**src/sv/lzsd_pkg.sv**
```systemverilog
// Shared types and constants for the LZSS stream decompressor.
// No dependencies; the controller, the datapath, the top level and the testbench import this package.
`default_nettype none

package lzsd_pkg;

  // History window geometry (fixed by the stream format)
  localparam int WIN_DEPTH = 4096;
  localparam int WIN_AW    = 12;

  // Write pointer value after reset
  localparam logic [WIN_AW-1:0] WR_PTR_RESET = WIN_AW'(1);

  // Token flags announced by one flag byte
  localparam logic [3:0] FLAGS_PER_BYTE = 4'd8;

  typedef enum logic [2:0] {
    ST_FLAG,
    ST_TOKEN,
    ST_PAIR2,
    ST_COPY_RD,
    ST_COPY_EMIT
  } ctrl_state_t;

  // Controller to datapath
  typedef struct packed {
    logic load_flags;
    logic take_token;
    logic load_pair;
    logic start_copy;
    logic rd_en;
    logic emit_lit;
    logic emit_copy;
  } dp_cmd_t;

  // Datapath to controller
  typedef struct packed {
    logic lit;
    logic flags_one;
    logic flags_zero;
    logic done;
    logic out_free;
    logic copy_last;
  } dp_status_t;

endpackage

`default_nettype wire

```
**src/sv/lzsd_ctrl.sv**
```systemverilog
// Token parser and copy sequencer state machine of the decompressor.
// Depends on lzsd_pkg; drives the datapath through dp_cmd_t.
`default_nettype none

module lzsd_ctrl (
  input  logic                clk,
  input  logic                rst,
  input  logic                in_valid,
  output logic                in_ready,
  input  lzsd_pkg::dp_status_t status,
  output lzsd_pkg::dp_cmd_t    cmd
);
  import lzsd_pkg::*;

  ctrl_state_t state;
  ctrl_state_t state_next;
  logic        work;

  always_ff @(posedge clk) begin
    if (rst) begin
      state <= ST_FLAG;
    end else begin
      state <= state_next;
    end
  end

  // Input is taken unless a literal waits on a full output register or a copy runs
  always_comb begin
    case (state)
      ST_FLAG:  in_ready = 1'b1;
      ST_PAIR2: in_ready = 1'b1;
      ST_TOKEN: in_ready = !status.lit || status.out_free;
      default:  in_ready = 1'b0;
    endcase
  end

  assign work = in_valid && in_ready && !status.done;

  always_comb begin
    state_next = state;
    case (state)
      ST_FLAG: begin
        if (work) state_next = ST_TOKEN;
      end
      ST_TOKEN: begin
        if (work) begin
          if (status.lit) begin
            state_next = status.flags_one ? ST_FLAG : ST_TOKEN;
          end else begin
            state_next = ST_PAIR2;
          end
        end
      end
      ST_PAIR2: begin
        if (work) state_next = ST_COPY_RD;
      end
      ST_COPY_RD: begin
        state_next = ST_COPY_EMIT;
      end
      ST_COPY_EMIT: begin
        if (status.out_free) begin
          if (status.copy_last) begin
            state_next = status.flags_zero ? ST_FLAG : ST_TOKEN;
          end else begin
            state_next = ST_COPY_RD;
          end
        end
      end
      default: begin
        state_next = ST_FLAG;
      end
    endcase
  end

  always_comb begin
    cmd = '0;
    case (state)
      ST_FLAG: begin
        cmd.load_flags = work;
      end
      ST_TOKEN: begin
        cmd.take_token = work;
        cmd.emit_lit   = work && status.lit;
        cmd.load_pair  = work && !status.lit;
      end
      ST_PAIR2: begin
        cmd.start_copy = work;
      end
      ST_COPY_RD: begin
        cmd.rd_en = 1'b1;
      end
      ST_COPY_EMIT: begin
        cmd.emit_copy = status.out_free;
      end
      default: begin
        cmd = '0;
      end
    endcase
  end

endmodule

`default_nettype wire

```
**config.mk**
```make
export PLATFORM = sky130hd
export DESIGN_NAME = lzsd_ctrl
export DESIGN_NICKNAME = d
export VERILOG_FILES = /design/src/sv/lzsd_pkg.sv /design/src/sv/lzsd_ctrl.sv
export SDC_FILE = /design/constraint.sdc
export NUM_CORES = 1
export LEC_CHECK = 0
export BUFFER_PORTS_ARGS = -buffer_cell sky130_fd_sc_hd__buf_2
export CAP_MARGIN = 10
export CORE_AREA = 4 4 41 43
export DETAILED_ROUTE_END_ITERATION = 8
export DIE_AREA = 0 0 45 47
export PLACE_DENSITY = 0.55
export SLEW_MARGIN = 10
export SYNTH_ARGS = -nofsm -noshare
export SYNTH_HDL_FRONTEND = slang
export SYNTH_SLANG_ARGS = --single-unit
```
**constraint.sdc**
```tcl
create_clock -name clk -period 3.15 [get_ports clk]
set_input_delay 0.1575 -clock clk [delete_from_list [all_inputs] [get_ports clk]]
set_output_delay 0.1575 -clock clk [all_outputs]
set_load 0.01 [all_outputs]
```
# Word level (Yosys, flattened, before mapping)
# Cells that the tools add are included.
# word_totals
in_bits	9
regBits	3
# classes
eq_ne	8
reduce_logical	10
mux	16
# ops
op	n
case mux 3 bit (5 select lines)	1
2-to-1 mux 3 bit	4
!= test 2 bit, second input constant	4
2-to-1 mux 1 bit	7
== test 3 x 2 -> 1 bit, second input constant	2
2-to-1 mux 2 bit	3
logical AND 1 bit	4
AND reduction 4 bit	1
== test 3 x 1 -> 1 bit, second input constant	1
== test 3 bit, second input constant	1
zero test 3 bit	1
zero test 1 bit	2
case mux 1 bit (2 select lines)	1
OR reduction 2 bit	1
logical OR 1 bit	1

# Longest topological paths before layout
# Gate-level depths: netlist (run 1).
# depth
ltp_word	7
mapped_depth	4
depth_no_buf	3

# Least setup slack after synthesis (run 1)
# Ideal clock, no wire load.
# synth_timing
kind	register -> output
start	register state[2]
end	output port cmd[3] (netlist name)
required_time_ns	2.992
path_stages_with_launch	3
path_buffers	1
setup_slack_ns	2.013
t_arrival_ns	0.980
cell_sequence	dfxtp_1 -> buf_2 -> nor4b_1
# synth_rtl
item	line_no	text
from (decl)	lzsd_ctrl.sv:15	ctrl_state_t state;
from (signal assigned)	lzsd_ctrl.sv:23	state <= state_next;
to (decl)	lzsd_ctrl.sv:11	output lzsd_pkg::dp_cmd_t cmd

==> metrics.md, run 1 <==
| Metric | Value |
|---|---|
| Outcome | `finished, final reports clean` |
| YS warnings | `0` |
| Fin nets | `67` |
| Drt first pass iters | `2` |
| Slew at the pin closest to its max-slew limit | `502 ps` |
| Core Footprint | `1300 um^2` |
| Initial antenna violation count | `0` |
| Vias in the first global route | `326` |
| WL/cell | `12.2 um` |
| CP arrival | `1340 ps` |
| Maximum clock rate | `668 MHz` |
| Final Cycle Share | `0.475` |
| Max-Slew Margin vs Limit | `0.665` |
| Total gr overflow | `0` |
| Most flops, register | `state` |
| Sequential area share after synthesis | `0.189` |
| Worst skew pair latency | `240 ps` |
| Hold buffer count at CTS | `0` |
| Static leakage | `0.190 nW` |
| Final min period | `1500 ps` |
| Synth Cell Area | `318 um^2` |
| Fin area | `419 um^2` |
| Ports | `17` |
| Post-CTS Setup Bufs | `0` |
| H-tree lvl count | `1` |
| Post-Syn Area per Cell | `7.95 um^2` |
| Resized Gates After CTS | `0` |
| Biggest regs | `state (3)` |
| CP endpoint kind | `output port` |
| Share of cells above drive strength 1 | `0.404` |
| Pin count of the biggest net entering global routing | `16` |
| GR Util All Layers | `0.0900` |
| GP Congestion | `0.747` |
| RSZ-0062 raised after global routing | `no` |
| # DRC | `0` |
| Cell family with most CP delay | `flip-flops` |
| Antenna-violating nets left | `0` |
| Worst-path fanout max | `15` |
| DP Area | `393 um^2` |
| FF+latch count, synth | `3` |
| Row count | `13` |
| Synth Instances | `40` |
| CTS tree | `built` |
| Most frequent cells in the layout | `16 x buf_2, 8 x nor2_1, 3 x nand2b_1, 3 x clkbuf_4, 3 x dfxtp_1` |
| First-pass GRT wire length | `1370 um` |
| Root Buffer | `clkbuf_4` |
| Initial Utilization | `0.244` |
| Vias per cell | `4.92` |
| Setup total negative slack | `0 ps` |
| Netlist cell types | `26` |
| Ant diodes | `0` |
| Detailed placer's ending HPWL | `590 um` |
| Crit path buf inv count | `1` |
| Cts bufs inserted | `3` |
| DRT Wirelength | `881 um` |
| Die area | `2120 um^2` |
| Area growth, synth to finish | `31.9%` |
| Worst path required time | `2990 ps` |
| Slowest cell on the critical path | `dfxtp_1` |
| Die width | `45 um` |
| DR vias | `354` |
| Port Buffers | `16` |
| Max VDD drop | `0.000136 V` |
| Max cap viols | `0` |
| Worst hold path class | `input port to register` |
| Die Height | `47 um` |
| Slew Viols, Final | `0` |
| Worst setup SP type | `register` |
| Mapped Nets | `49` |
| Cell chain of the critical path | `nand3_1 -> nor2_1 -> buf_2` |
| Clock sink count | `3` |
| Final Hold Viols | `0` |
| Number of flip-flops in the largest register | `3` |
| Kind of critical path | `register to output port` |
| PD cells | `330 nW/um^2` |
| Clock Skew | `5.28 ps` |
| First DRT Iteration DRCs | `6` |
| CP max stage delay | `620 ps` |
| Commonest non-fill, non-tap cell in the layout | `buf_2` |
| Final setup vio count | `0` |
| Max Root-Sink Buffers | `2` |
| Reg clk slew, reported paths | `40 ps` |
kinds of logic (layout without fill, tap and decap cells):
| group | count (synthesis) | in the layout | share of synthesized area |
|---|---|---|---|
| DFF | 3 | 3 | 0.189 |
| buffers and inverters | 4 | 21 | 0.0866 |
| AOI/OAI and AO/OA | 10 | 10 | 0.256 |
| and+or+nand+nor | 23 | 23 | 0.469 |
metrics by stage:
stage | hold WS (ps) | util | std cells | setup slack, ps | power, W
final | 112 | 0.322 | 72 | 1650 | 0.000138
after global routing | 133 | 0.322 | 72 | 1560 | 0.000145
after CTS | 109 | 0.322 | 72 | 1660 | 0.000140
after detailed placement | 368 | 0.302 | 68 | 1790 | 0.0000670
after global placement | 368 | 0.302 | 68 | 1840 | 0.0000669
after floorplan | 226 | - | 40 | 2010 | 0.0000575
where the power goes:
group | switching, W | total, W | internal, W | leakage (nW)
Clock | 0.0000239 | 0.0000716 | 0.0000477 | 0.0150
Combinational | 0.0000112 | 0.0000230 | 0.0000118 | 0.151
Sequential | 0.00000438 | 0.0000436 | 0.0000393 | 0.0244
Yosys cell counts:
master	number	share of area
dfxtp_1	3	0.19
o221a_2	1	0.035
nor2_1	8	0.094
nand3b_1	1	0.024
nor2b_1	2	0.039
o21a_1	1	0.024
and3b_1	1	0.028
nor4_1	1	0.020
a21oi_1	1	0.016
a21o_1	1	0.024
nand2_1	1	0.012
nand3_1	1	0.016
buf_4	1	0.024
nand2b_1	3	0.059
nor3b_1	1	0.024
o21ai_0	2	0.031
buf_6	1	0.035
nor4b_2	2	0.094
a211oi_1	1	0.024
o22a_1	1	0.028
nor4b_1	1	0.028
a311oi_1	1	0.028
inv_1	1	0.012
buf_2	1	0.016
a2111oi_2	1	0.047
nor4bb_1	1	0.031
metal layers:
metal	GRT usage	wire length (um)	vias to the layer above
li1	-	-	182
met4	0.0702	0	0
met2	0.130	420	12
met3	0.0230	48	0
met5	0	0	-
met1	0.113	412	160
final cells by class:
cell class                      count  area, um^2
Timing Repair Buffer               16        80.1
Tap cell                           15        18.8
Inverter                            1        3.75
Sequential cell                     3        60.1
Fill cell                         160         882
Multi-Input combinational cell     33         230
Clock buffer                        4        26.3
path summary, 6_finish.rpt:
check / from / end / slack, ps / cells past startpoint
setup / recovery: state[0]$_SDFFE_PP0P_ / cmd[5] / 1650 / 3
hold / removal: rst / state[1]$_SDFFE_PP0P_ / 110 / 2
setup reg to reg: state[0]$_SDFFE_PP0P_ / state[1]$_SDFFE_PP0P_ / 1760 / 3
hold reg to reg: state[2]$_SDFFE_PP0P_ / state[1]$_SDFFE_PP0P_ / 790 / 2
Note: power is estimated with default switching activity, not from simulation.
==> run 2, diff against run 1 <==
--- a/config.mk
+++ b/config.mk
@@ -5,6 +5,7 @@
 export SDC_FILE = /design/constraint.sdc
 export NUM_CORES = 1
 export LEC_CHECK = 0
+export ABC_AREA = 1
 export BUFFER_PORTS_ARGS = -buffer_cell sky130_fd_sc_hd__buf_2
 export CAP_MARGIN = 10
 export CORE_AREA = 4 4 41 43
==> constraint.sdc (replaced) <==
create_clock -name clk -period 1.2 [get_ports clk]
set_input_delay 0.06 -clock clk [delete_from_list [all_inputs] [get_ports clk]]
set_output_delay 0.06 -clock clk [all_outputs]
set_load 0.01 [all_outputs]
==> run 2 against run 1 <==
  * The flow now finishes with violations (setup timing)
  * Highest routed layer unchanged
  * Worst setup slack worse by 1800 ps
  * First-iteration DRC count is 50% higher
  * Die area stayed put
  * Count of clock-buffer cells in the layout stayed put
  * Register-to-register slack worse by 1900 ps
  * Largest cell class unchanged
  * Final area is 37% higher
  * Utilization is 12 points higher
  * Area after synthesis is 7.5% lower
  * Critical path depth is 5 higher
  * Final cell count is 43% higher
  * Sequential power grew to 4.6 times the previous value
  * Critical endpoint is now cmd[4]
==> metrics.md, run 2 <==
| Metric | Value |
|---|---|
| Outcome | `finished, violations left` |
| Failing checks | `setup timing` |
| Multi-input logic area | `226 um^2 (-1.6%)` |
| Slew Viols, Final | `0 (unchanged)` |
| Share of cells above drive strength 1 | `0.568 (+0.165)` |
| GP Congestion | `0.766 (+2.6%)` |
| Post-Syn Area per Cell | `5.25 um^2 (-34%)` |
| FF+latch count, synth | `3 (unchanged)` |
| DR vias | `440 (+24%)` |
| WL/cell | `10.1 um (-17%)` |
| Crit path buf inv count | `3 (+2)` |
| Clock sink count | `3 (unchanged)` |
| Worst hold path class | `input port to register` |
| Antenna-violating nets left | `0 (unchanged)` |
| Detailed placer's ending HPWL | `638 um (+8.2%)` |
| Initial Utilization | `0.226 (-0.0183)` |
| Die area | `2120 um^2 (unchanged)` |
| Worst setup SP type | `register` |
| Worst skew pair latency | `230 ps (about the same)` |
| First-pass GRT wire length | `1450 um (+5.5%)` |
| Static leakage | `0.330 nW (+74%)` |
| Final Hold Viols | `0 (unchanged)` |
| Fin nets | `98 (+46%)` |
| Layout fillers | `148 (-7.5%)` |
| DP Worst Slack | `19.0 ps (-1770 ps)` |
| Sequential area share after synthesis | `0.204 (+0.0153)` |
| Ys async rst share | `0 (unchanged)` |
| Worst-path fanout max | `4 (-11)` |
| CTS tree | `built` |
| Final setup margin | `-141 ps (-1790 ps)` |
| CP arrival | `1280 ps (-60 ps)` |
| Biggest area consumer among synthesized cells | `dfxtp_1` |
| Max Root-Sink Buffers | `2 (unchanged)` |
| Final setup vio count | `8 (+8)` |
| Cts bufs inserted | `3 (unchanged)` |
| Slowest cell on the critical path | `dfxtp_4` |
| PD cells | `2090 nW/um^2 (+530%)` |
| Initial antenna violation count | `0 (unchanged)` |
| Clock Skew | `1.61 ps (-3.67 ps)` |
| Die width | `45 um (unchanged)` |
| Worst reg2reg setup slack | `-110 ps (-1870 ps)` |
| Power Total | `0.00120 W (+770%)` |
| Ant diodes | `0 (unchanged)` |
| CP endpoint kind | `output port` |
| Number of flip-flops in the largest register | `3 (unchanged)` |
| Drt first pass iters | `2 (unchanged)` |
| Most flops, register | `state` |
| Slew at the pin closest to its max-slew limit | `172 ps (-330 ps)` |
| Max cap viols | `0 (unchanged)` |
| Row count | `13 (unchanged)` |
| Most frequent cells in the layout | `15 x buf_2, 10 x nand2_1, 10 x inv_1, 10 x buf_4, 9 x nor2_1` |
| Commonest non-fill, non-tap cell in the layout | `buf_2` |
| Cell chain of the critical path | `nor2_2 -> inv_2 -> nand2_2 -> nand2_2 -> inv_2 -> nand2_2 -> nor2_1 -> buf_2` |
| Port Buffers | `16 (unchanged)` |
| First DRT Iteration DRCs | `9 (+3)` |
| YS warnings | `0 (unchanged)` |
| H-tree lvl count | `1 (unchanged)` |
| Reg clk slew, reported paths | `40 ps (about the same)` |
| Maximum clock rate | `746 MHz` |
| Synth Flop Type | `dfxtp_1` |
| Placed instance count | `90 (+32%)` |
| GR Util All Layers | `0.0963 (+0.00631)` |
| Top post-synthesis cells by count | `12 x inv_1, 12 x nand2_1, 12 x nor2_1, 4 x a21oi_1, 4 x nand3_1` |
| Die Height | `47 um (unchanged)` |
| Final min period | `1340 ps` |
| CP max stage delay | `350 ps (-270 ps)` |
| Fin util | `0.441 (+0.119)` |
| Synth Instances | `56 (+40%)` |
| Max VDD drop | `0.000827 V (+510%)` |
| Root Buffer | `clkbuf_4` |
| Netlist cell types | `13 (-50%)` |
| Biggest regs | `state (3)` |
| Top-area cell type share of the netlist area | `0.204 (+0.0153)` |
| Vias in the first global route | `367 (+13%)` |
| Final hold slack | `295 ps (+183 ps)` |
| # DRC | `0 (unchanged)` |
| Total gr overflow | `0 (unchanged)` |
| Max-Slew Margin vs Limit | `0.884 (+0.219)` |
| Final non-filler cell total | `103 (+43%)` |
| Vias per cell | `4.27 (-13%)` |
| Register area | `71.3 um^2 (+19%)` |
| Mapped Nets | `65 (+33%)` |
| Kind of critical path | `register to output port` |
| Final Cycle Share | `1.12` |
| Area contributors post-synth | `dfxtp_1 20%, inv_1 15%, nand2_1 15%, nor2_1 15%, a21oi_1 6.8%` |
| Core Footprint | `1300 um^2 (unchanged)` |
| Cell family with most CP delay | `simple AND/OR/NAND/NOR gates` |
| EDFF count, synth | `0 (unchanged)` |
| Area growth, synth to finish | `95.3%` |
| Ports | `17 (unchanged)` |
| Top cell by count, worst path | `nand2_2` |
| Synth Cell Area | `294 um^2 (-7.5%)` |
| Worst path required time | `1140 ps (-1850 ps)` |
| RSZ-0062 raised after global routing | `yes` |
| Pin count of the biggest net entering global routing | `6 (-10)` |
| DRT Wirelength | `1040 um (+18%)` |
run 2: cell types whose count changed after synthesis, sizes merged, moves of 2 or more:
cell    delta
a21oi      +3
nand2b     -3
buf        -3
nand3      +4
nor2       +5
inv       +12
nor2b      -2
nand2     +14
nor4b      -3
run 2: where the power goes:
group | internal (W) | switching, W
clock network | 0.000124 | 0.0000498
registers | 0.000156 | 0.0000455
logic | 0.000397 | 0.000430
total | 0.000677 | 0.000525
run 2: logic make-up (layout without fill, tap and decap cells):
| group | after synthesis | count (layout) | synth area share |
|---|---|---|---|
| compound gates | 6 | 6 | 0.102 |
| flops | 3 | 3 | 0.204 |
| buf+inv | 13 | 45 | 0.166 |
| simple gates | 34 | 34 | 0.528 |
run 2: stage by stage:
stage / area (um^2) / TNS (ps)
after detailed placement: 415 / 0
after global placement: 415 / 0
final: 574 / -655
after CTS: 488 / -440
after global routing: 574 / -1280
after floorplan: 294 / 0
run 2: timing repair:
item	CTS	global route
endpoints found under the setup margin	4	9
hold buffers	1	0
hold endpoints to repair	1	0
resized for setup	7	14
cloned	0	0
pin swaps	5	8
buffers inserted	3	5
run 2: final cells by class:
class | instances | share of cell area
multi-input combinational | 40 | 0.394
timing repair buffer | 28 | 0.318
sequential | 3 | 0.124
inverter | 13 | 0.0850
clock buffer | 4 | 0.0458
tap | 15 | 0.0327
run 2: layer usage:
metal / wire (um) / GRT usage / vias to the layer above
li1: - / - / 231
met1: 402 / 0.109 / 197
met2: 572 / 0.155 / 12
met3: 69 / 0.0383 / 0
met4: 0 / 0.0526 / 0
met5: 0 / 0 / -
run 2: final timing paths:
path	startpoint	end	depth (start not counted)
worst max-delay path	state[2]$_SDFFE_PP0P_	cmd[4]	8
worst min register to register	state[1]$_SDFFE_PP0P_	state[1]$_SDFFE_PP0P_	2
worst min-delay path	status[1]	state[1]$_SDFFE_PP0P_	5
worst max register to register	state[2]$_SDFFE_PP0P_	state[0]$_SDFFE_PP0P_	10
run 2: worst reg2reg max path: cells and delay by family (launching register included):
family	cells	cell delay (ps)
buffers and inverters	3	310
DFF	1	350
and+or+nand+nor	7	550
